$ cat src/rtl/apts_pkg.sv
`default_nettype none

package apts_pkg;

  // task table
  localparam int unsigned MAX_TASKS = 16;
  localparam int unsigned IDX_W     = $clog2(MAX_TASKS);
  localparam int unsigned CNT_W     = 5;

  // field widths
  localparam int unsigned TICK_W  = 32;
  localparam int unsigned AGE_W   = 16;
  localparam int unsigned PER_W   = 16;
  localparam int unsigned PRIO_W  = 10;
  localparam int unsigned SCORE_W = AGE_W + 1;

  // stream and config port widths
  localparam int unsigned IN_W      = 64;
  localparam int unsigned OUT_W     = 8;
  localparam int unsigned CFG_IDX_W = 2;
  localparam int unsigned CFG_W     = 16;

  localparam logic [PER_W-1:0] LIMIT_RST = '1;

  typedef enum logic [CFG_IDX_W-1:0] {
    CFG_PERIODIC_CNT = 2'd0,
    CFG_IDLE_CNT     = 2'd1,
    CFG_OVF_LIMIT    = 2'd2
  } cfg_reg_e;

  typedef enum logic [1:0] {
    ACT_NONE     = 2'd0,
    ACT_PERIODIC = 2'd1,
    ACT_IDLE     = 2'd2
  } action_e;

  typedef enum logic {
    MODE_LOAD  = 1'b0,
    MODE_SCHED = 1'b1
  } mode_e;

  // counts above the table size act as the table size
  function automatic logic [CNT_W-1:0] clamp_count(input logic [CNT_W-1:0] n);
    logic [CNT_W-1:0] lim;
    lim = CNT_W'(MAX_TASKS);
    return (n > lim) ? lim : n;
  endfunction

endpackage

`default_nettype wire

$ cat src/rtl/aging_priority_task_scheduler_unit.sv
// Flow: a load word or an abort pass goes from ST_IDLE to ST_DONE and then to the result
//   register; a scheduling pass over N active periodic entries visits them in ST_SCAN first.
// Pacing: no new word is taken until the result is registered, and ST_DONE waits while the
//   result register is full; the single age/score unit visits one task entry per cycle.
// Reset: asynchronous, active low; clears control, config (limit to 65535), idle pointer and
//   abort flag. The task table is not cleared and holds nothing until loaded.
`default_nettype none

module aging_priority_task_scheduler_unit (
  input  wire logic                            clk_i,
  input  wire logic                            rst_ni,
  // input stream
  input  wire logic                            s_axis_tvalid_i,
  output logic                                 s_axis_tready_o,
  // [31:0] now_ticks, [35:32] entry_index, [51:36] entry_period,
  // [61:52] entry_priority, [62] abort_request, [63] abortive_exception
  input  wire logic [apts_pkg::IN_W-1:0]       s_axis_tdata_i,
  // [0] mode
  input  wire logic                            s_axis_tuser_i,
  // result stream
  output logic                                 m_axis_tvalid_o,
  input  wire logic                            m_axis_tready_i,
  // [3:0] task_index, [4] overflow_fault, [5] run_abort_handlers, [7:6] zero
  output logic [apts_pkg::OUT_W-1:0]           m_axis_tdata_o,
  // [1:0] action
  output logic [1:0]                           m_axis_tuser_o,
  // config write port
  input  wire logic                            cfg_we_i,
  input  wire logic [apts_pkg::CFG_IDX_W-1:0]  cfg_idx_i,
  input  wire logic [apts_pkg::CFG_W-1:0]      cfg_data_i
);

  localparam int unsigned IDX_W   = apts_pkg::IDX_W;
  localparam int unsigned CNT_W   = apts_pkg::CNT_W;
  localparam int unsigned TICK_W  = apts_pkg::TICK_W;
  localparam int unsigned AGE_W   = apts_pkg::AGE_W;
  localparam int unsigned PER_W   = apts_pkg::PER_W;
  localparam int unsigned PRIO_W  = apts_pkg::PRIO_W;
  localparam int unsigned SCORE_W = apts_pkg::SCORE_W;

  typedef enum logic [1:0] {
    ST_IDLE,
    ST_SCAN,
    ST_DONE
  } state_e;

  // ---------------------------------------------------------------------------
  // Config registers
  // ---------------------------------------------------------------------------
  logic [CNT_W-1:0] per_cnt_q;
  logic [CNT_W-1:0] idle_cnt_q;
  logic [PER_W-1:0] limit_q;

  always_ff @(posedge clk_i or negedge rst_ni) begin
    if (!rst_ni) begin
      per_cnt_q  <= '0;
      idle_cnt_q <= '0;
      limit_q    <= apts_pkg::LIMIT_RST;
    end else if (cfg_we_i) begin
      case (apts_pkg::cfg_reg_e'(cfg_idx_i))
        apts_pkg::CFG_PERIODIC_CNT: per_cnt_q  <= cfg_data_i[CNT_W-1:0];
        apts_pkg::CFG_IDLE_CNT:     idle_cnt_q <= cfg_data_i[CNT_W-1:0];
        apts_pkg::CFG_OVF_LIMIT:    limit_q    <= cfg_data_i[PER_W-1:0];
        default: ;
      endcase
    end
  end

  // ---------------------------------------------------------------------------
  // Task table: one write port, one read port addressed by the scan counter
  // ---------------------------------------------------------------------------
  logic [TICK_W-1:0] stamp_mem  [apts_pkg::MAX_TASKS];
  logic [PER_W-1:0]  period_mem [apts_pkg::MAX_TASKS];
  logic [PRIO_W-1:0] prio_mem   [apts_pkg::MAX_TASKS];

  logic              stamp_we;
  logic              entry_we;      // period and priority too (load word)
  logic [IDX_W-1:0]  wr_idx;

  // latched input word
  apts_pkg::mode_e   mode_q;
  logic [TICK_W-1:0] now_q;
  logic [IDX_W-1:0]  eidx_q;
  logic [PER_W-1:0]  eper_q;
  logic [PRIO_W-1:0] eprio_q;
  logic              abort_q;       // abort request with abortive exception

  always_ff @(posedge clk_i) begin
    if (stamp_we) begin
      stamp_mem[wr_idx] <= now_q;
    end
    if (entry_we) begin
      period_mem[wr_idx] <= eper_q;
      prio_mem[wr_idx]   <= eprio_q;
    end
  end

  // ---------------------------------------------------------------------------
  // Sequencer state
  // ---------------------------------------------------------------------------
  state_e            state_q;
  logic [CNT_W-1:0]  cnt_q;         // scan position
  logic [CNT_W-1:0]  scan_n_q;      // entries to visit this pass
  logic              found_q;
  logic [SCORE_W-1:0] best_q;
  logic [IDX_W-1:0]  win_q;
  logic              fault_q;
  logic [IDX_W-1:0]  idle_ptr_q;
  logic              abort_done_q;

  logic              out_valid_q;
  apts_pkg::action_e out_action_q;
  logic [IDX_W-1:0]  out_task_q;
  logic              out_fault_q;
  logic              out_handlers_q;

  logic in_fire;
  logic out_free;
  logic sched_pass;

  assign s_axis_tready_o = (state_q == ST_IDLE);
  assign in_fire         = s_axis_tvalid_i && s_axis_tready_o;
  // output register empties or is taken this cycle
  assign out_free        = !out_valid_q || m_axis_tready_i;
  assign sched_pass      = (mode_q == apts_pkg::MODE_SCHED);

  // ---------------------------------------------------------------------------
  // Shared age/score unit: one entry per cycle
  // ---------------------------------------------------------------------------
  logic [IDX_W-1:0]   rd_idx;
  logic [TICK_W-1:0]  age;
  logic               age_fault;
  logic [AGE_W:0]     slack;        // 16-bit age minus period, with borrow
  logic               eligible;
  logic [SCORE_W-1:0] score;
  logic               better;

  always_comb begin
    rd_idx    = cnt_q[IDX_W-1:0];
    age       = now_q - stamp_mem[rd_idx];
    // any age beyond 16 bits is a fault whatever the limit
    age_fault = (age[TICK_W-1:AGE_W] != '0) || (age[AGE_W-1:0] > limit_q);
    slack     = {1'b0, age[AGE_W-1:0]} - {1'b0, period_mem[rd_idx]};
    eligible  = !slack[AGE_W] && (slack[AGE_W-1:0] != '0);
    score     = {1'b0, slack[AGE_W-1:0]} + SCORE_W'(prio_mem[rd_idx]);
    // strict compare keeps the lowest index on a tie
    better    = eligible && (!found_q || (score > best_q));
  end

  // ---------------------------------------------------------------------------
  // Idle round robin
  // ---------------------------------------------------------------------------
  logic [CNT_W-1:0] idle_n;
  logic [IDX_W-1:0] idle_pick;
  logic [CNT_W-1:0] idle_inc;
  logic [IDX_W-1:0] idle_next;

  always_comb begin
    idle_n    = apts_pkg::clamp_count(idle_cnt_q);
    idle_pick = ({1'b0, idle_ptr_q} >= idle_n) ? '0 : idle_ptr_q;
    idle_inc  = {1'b0, idle_pick} + CNT_W'(1);
    idle_next = (idle_inc >= idle_n) ? '0 : idle_inc[IDX_W-1:0];
  end

  // ---------------------------------------------------------------------------
  // Table writes, all at the end of an item
  // ---------------------------------------------------------------------------
  logic load_ok;

  always_comb begin
    load_ok  = ({1'b0, eidx_q} < CNT_W'(apts_pkg::MAX_TASKS));
    stamp_we = 1'b0;
    entry_we = 1'b0;
    wr_idx   = win_q;
    if ((state_q == ST_DONE) && out_free) begin
      if (mode_q == apts_pkg::MODE_LOAD) begin
        wr_idx   = eidx_q;
        stamp_we = load_ok;
        entry_we = load_ok;
      end else begin
        stamp_we = found_q;
      end
    end
  end

  // ---------------------------------------------------------------------------
  // Input word capture
  // ---------------------------------------------------------------------------
  always_ff @(posedge clk_i) begin
    if (in_fire) begin
      mode_q  <= apts_pkg::mode_e'(s_axis_tuser_i);
      now_q   <= s_axis_tdata_i[31:0];
      eidx_q  <= s_axis_tdata_i[35:32];
      eper_q  <= s_axis_tdata_i[51:36];
      eprio_q <= s_axis_tdata_i[61:52];
      abort_q <= s_axis_tdata_i[62] && s_axis_tdata_i[63];
    end
  end

  // ---------------------------------------------------------------------------
  // Sequencer and result register
  // ---------------------------------------------------------------------------
  logic [CNT_W-1:0] scan_n_d;
  logic [CNT_W-1:0] cnt_inc;

  assign scan_n_d = apts_pkg::clamp_count(per_cnt_q);
  assign cnt_inc  = cnt_q + CNT_W'(1);

  always_ff @(posedge clk_i or negedge rst_ni) begin
    if (!rst_ni) begin
      state_q        <= ST_IDLE;
      cnt_q          <= '0;
      scan_n_q       <= '0;
      found_q        <= 1'b0;
      best_q         <= '0;
      win_q          <= '0;
      fault_q        <= 1'b0;
      idle_ptr_q     <= '0;
      abort_done_q   <= 1'b0;
      out_valid_q    <= 1'b0;
      out_action_q   <= apts_pkg::ACT_NONE;
      out_task_q     <= '0;
      out_fault_q    <= 1'b0;
      out_handlers_q <= 1'b0;
    end else begin
      // in ST_DONE a taken word is replaced by the next one below
      if (out_valid_q && m_axis_tready_i && (state_q != ST_DONE)) begin
        out_valid_q <= 1'b0;
      end

      case (state_q)
        ST_IDLE: begin
          if (in_fire) begin
            cnt_q    <= '0;
            scan_n_q <= scan_n_d;
            found_q  <= 1'b0;
            best_q   <= '0;
            win_q    <= '0;
            fault_q  <= 1'b0;
            // scan only for a scheduling word without abort and with entries
            if ((apts_pkg::mode_e'(s_axis_tuser_i) == apts_pkg::MODE_SCHED) &&
                !(s_axis_tdata_i[62] && s_axis_tdata_i[63]) &&
                (scan_n_d != '0)) begin
              state_q <= ST_SCAN;
            end else begin
              state_q <= ST_DONE;
            end
          end
        end

        ST_SCAN: begin
          if (age_fault) begin
            fault_q <= 1'b1;
          end
          if (better) begin
            found_q <= 1'b1;
            best_q  <= score;
            win_q   <= rd_idx;
          end
          cnt_q <= cnt_inc;
          if (cnt_inc == scan_n_q) begin
            state_q <= ST_DONE;
          end
        end

        ST_DONE: begin
          if (out_free) begin
            out_valid_q    <= 1'b1;
            out_fault_q    <= sched_pass && fault_q;
            // handlers fire on the first abort pass only
            out_handlers_q <= sched_pass && abort_q && !abort_done_q;
            if (sched_pass && abort_q && !abort_done_q) begin
              abort_done_q <= 1'b1;
            end
            if (sched_pass && found_q) begin
              out_action_q <= apts_pkg::ACT_PERIODIC;
              out_task_q   <= win_q;
            end else if (sched_pass && (idle_n != '0)) begin
              out_action_q <= apts_pkg::ACT_IDLE;
              out_task_q   <= idle_pick;
              idle_ptr_q   <= idle_next;
            end else begin
              out_action_q <= apts_pkg::ACT_NONE;
              out_task_q   <= '0;
              if (sched_pass) begin
                idle_ptr_q <= '0;
              end
            end
            state_q <= ST_IDLE;
          end
        end

        default: begin
          state_q <= ST_IDLE;
        end
      endcase
    end
  end

  assign m_axis_tvalid_o = out_valid_q;
  assign m_axis_tuser_o  = out_action_q;
  assign m_axis_tdata_o  = {2'b00, out_handlers_q, out_fault_q, out_task_q};

endmodule

`default_nettype wire
$ cat config.mk
export PLATFORM = sky130hd
export DESIGN_NAME = aging_priority_task_scheduler_unit
export DESIGN_NICKNAME = d
export VERILOG_FILES = /design/src/rtl/apts_pkg.sv /design/src/rtl/aging_priority_task_scheduler_unit.sv
export SDC_FILE = /design/constraint.sdc
export NUM_CORES = 1
export LEC_CHECK = 0
export BUFFER_PORTS_ARGS = -buffer_cell sky130_fd_sc_hd__buf_2
export CAP_MARGIN = 20
export CELL_PAD_IN_SITES_DETAIL_PLACEMENT = 0
export CELL_PAD_IN_SITES_GLOBAL_PLACEMENT = 1
export CORE_UTILIZATION = 45
export CTS_CLUSTER_DIAMETER = 150
export DETAILED_ROUTE_END_ITERATION = 6
export PLACE_DENSITY = 0.7
export SLEW_MARGIN = 40
export SYNTH_ARGS = -nofsm -noshare
export SYNTH_HDL_FRONTEND = slang
export SYNTH_SLANG_ARGS = --single-unit
$ cat constraint.sdc
create_clock -name clk_i -period 7.9 [get_ports clk_i]
set_input_delay 0.79 -clock clk_i [delete_from_list [all_inputs] [get_ports clk_i]]
set_output_delay 0.79 -clock clk_i [all_outputs]
set_load 0.05 [all_outputs]
==> metrics.md <==
| Metric | Value |
|---|---|
| Synth Area per Inst | 19.22 um^2 |
| Max-cap violation count | 0 |
| Global-route wire length before repair | 155,300 um |
| Remaining antenna violation count | 0 |
| CTS buffer count | 105 |
| Die width | 316.8 um |
| Full die area | 100,300 um^2 |
| Number of levels in the clock H-tree | 3 |
| Detailed-router iteration count before antenna repair | 5 |
| Combined area of all synthesized cells | 44,580 um^2 |
| Unique cell type count in the Yosys netlist | 77 |
| Shortest period the worst path allows | 7.654 ns |
| Clock Pin Slew Worst Setup and Hold Paths | 0.07 ns |
| Area used by multi-input combinational logic | 12,480 um^2 |
| Total number of clock tree sinks | 1,067 |
| Worst flop-to-flop path startpoint | cnt_q[0] |
| Initial antenna violation count | 5 |
| Via count of the first global-routing pass | 23,564 |
| Weighted congestion reported at the end of routability-driven placement | 0.8739 |
| TritonCTS clock tree | done |
| Hold Path Class | in -> reg |
| Clock tree buffer depth | 3 |
| Worst slack at placement | 0.1035 ns |
| Total number of cells along the worst setup path | 32 |
| Clock insertion delay at the later pin of the skew report | 0.69 ns |
| Worst slew margin relative to its limit | 0.4500 |
| Cell count after placement | 3,681 |
| Async set-reset flop share out of synthesis | 0.07029 |
| Post-Route WL | 106,400 um |
| Height of the die | 316.8 um |
| Highest clock rate | 130.6 MHz |
| Number of enable flip-flop cells after synthesis | 992 |
| R2r setup slk | 0.25 ns |
| Total number of placement rows | 115 |
| Critical Setup Path Class | reg -> reg |
| Detailed-route vias per instance | 5.887 |
| Count of final hold-check violations | 0 |
| Data required time of the worst path | 8.45 ns |
| Post-synthesis sequential area ratio | 0.7107 |
| Result of the run | completed |
| Maximum vdd ir drop | 0.4869 mV |
| Most frequently used flop master after synthesis | edfxtp_1 |
| Worst-case clock skew | 0.03356 ns |
| Wire length per cell after detailed routing | 27.37 um |
| Count of cells along the worst register-to-register path | 32 |
| Type of destination of the critical path | flop |
| Critical Path Slowest Stage Cell | mux4_2 |
| Worst Tran Pin Value | 0.8163 ns |
| Reported leakage power | 17.04 nW |
| Worst hold path cell count | 1 |
| Final worst-path cycle share | 0.9689 |
| Total congestion overflow after global routing | 0 |
| Final Power | 21.24 mW |
| Starting density of the core | 0.4536 |
| Overall Global Routing Usage | 0.2139 |
| Total via count after detailed routing | 22,895 |
| Maximum number of pins on one net before global-route repair | 93 |
| Proportion of netlist area held by the largest area contributor | 0.6682 |
| WP data arrival | 8.20 ns |
| Synthesized instance count | 2,319 |
| Crit path largest cell delay | 0.52 ns |
| Post-synthesis to final-layout area growth | 14.38% |
| Startpoint of the most critical setup path | cnt_q[0] |
| Buf+Inv Stages, Crit Path | 6 |
| Most numerous cell on the critical path | ha_1 |
| Port Buf Inserts | 97 |
| Crit path capture | best_q[2] |
| Fin. max-slew vios | 0 |
| Placed cell areas | 47,210 um^2 |
| Net count of the finished layout | 2,703 |
| Largest fanout on the critical path | 8 |
| Capture instance of the worst register-to-register path | best_q[2] |
| Yosys reg bits | 1,067 |
| Setup TNS Final | 0 ns |
| Kind of cell adding the most delay to the critical path | compound AO/OA/AOI/OAI gates |
| Power per unit of standard cell area | 416.6 nW/um^2 |
| Dpl hpwl | 59,640 um |
| Post-route cell area | 50,990 um^2 |
| Core region area | 98,280 um^2 |
| Number of filler instances in the final layout | 7,761 |
| CP startpoint kind | flop |
| Biggest area consumer among synthesized cells | edfxtp_1 |
| Clock Root Buffer | clkbuf_16 |
| I/O pin count | 100 |
| Number of DRC violations after detailed-routing iteration 0 | 2,230 |
| Fraction of layout cells with a size suffix above 1 | 0.2907 |
| Area taken by flip-flops and latches | 31,700 um^2 |
| Top area cells in the synthesized netlist | edfxtp_1 (67%), mux4_2 (15%), dfrtp_1 (3.3%) |
| DRC violations left | 0 |
| Setup violators final | 0 |
| Ys Warns | 0 |
| Final cell count without fillers | 3,889 |
| Slack of the critical path | 0.2459 ns |
-- worst min-delay path by stage --
| stage | slack [ns] | startpoint | endpoint |
|---|---|---|---|
| after global routing | 0.25 | s_axis_tdata_i[0] | now_q[0] |
| after detailed placement | 0.45 | abort_done_q | out_handlers_q |
| after CTS | 0.24 | s_axis_tdata_i[0] | now_q[0] |
| final | 0.27 | s_axis_tdata_i[0] | now_q[0] |
| after global placement | 0.44 | abort_done_q | out_handlers_q |
| after floorplan | 0.42 | abort_done_q | out_handlers_q |
-- flip-flops by register name (all words and copies together), names as in the netlist, 2 cells and up --
signal and cells:
stamp_mem 512, period_mem 256, prio_mem 160, now_q 32, best_q 17, eper_q 16
limit_q 16, eprio_q 10, cnt_q 5, idle_cnt_q 5, per_cnt_q 5, scan_n_q 5
eidx_q 4, idle_ptr_q 4, out_task_q 4, win_q 4, m_axis_tuser_o 2, state_q 2
-- area by class of cell --
cell class	count	area share
repair buffers	175	0.02449
flip-flops and latches	1067	0.6216
diodes	1	0.00004908
clock buffers	126	0.05369
multi-input cells	1052	0.2447
inverters	110	0.008196
well taps	1287	0.03158
clock inverters	71	0.01568
-- per-stage QoR --
step	util	hold slack (ns)
after floorplan	-	0.4241
after global placement	0.4797	0.4369
after detailed placement	0.4804	0.4500
after CTS	0.5165	0.2364
after global routing	0.5188	0.2470
final	0.5188	0.2741
-- where the power goes --
group	internal (mW)	switching, mW	total (mW)
Combinational	4.00	5.09	9.09
Sequential	6.69	0.363	7.06
Clock	2.92	2.17	5.09
Total	13.6	7.63	21.2
-- layout by cell type (no fill, tap or decap), types with 23 or more instances in the layout --
master,instances
a21o_1,30
a21oi_1,63
buf_2,96
buf_4,62
clkbuf_16,108
dfrtp_1,56
edfxtp_1,992
ha_1,101
inv_1,108
mux2_2,32
mux4_2,289
nand2_1,78
nand2b_1,23
nor2_1,56
nor2_4,32
o21ai_0,46
xnor2_1,29
-- Yosys cell counts (all sizes together) (15+ instances only) --
library cell,number
xnor2,31
nand2b,23
inv,110
dfstp,16
a21o,30
edfxtp,992
dfrtp,59
nand3,21
nor2,90
mux4,289
a21oi,65
buf,30
mux2,45
o21ai,49
nand2,78
nor2b,15
ha,101
clkbuf,61
xor2,22
-- repair_timing --
| item | CTS | global route |
|---|---|---|
| buffers inserted | 0 | 6 |
| setup endpoints to repair | 0 | 22 |
| hold buffers | 1 | 0 |
| gates resized for setup | 0 | 15 |
| endpoints found under the hold margin | 12 | 0 |
-- metal layers --
metal	vias to the layer above	routed length, um	GRT usage
li1	9801	-	-
met1	12196	48000	0.3185
met2	779	50310	0.3370
met3	119	6405	0.02941
met4	0	1708	0.04928
met5	-	0	0
-- logic make-up after synthesis --
group	Yosys count	share of synthesized area
multiplexers	347	0.1614
buffers and inverters	201	0.01771
adder cells (fa/ha/maj)	104	0.02969
AO/OA/AOI/OAI	241	0.03581
XOR/XNOR	53	0.01041
flip-flops	1067	0.7107
AND/OR/NAND/NOR	305	0.03418
other	1	0.00008412
Note: power is estimated with default switching activity, not from simulation.
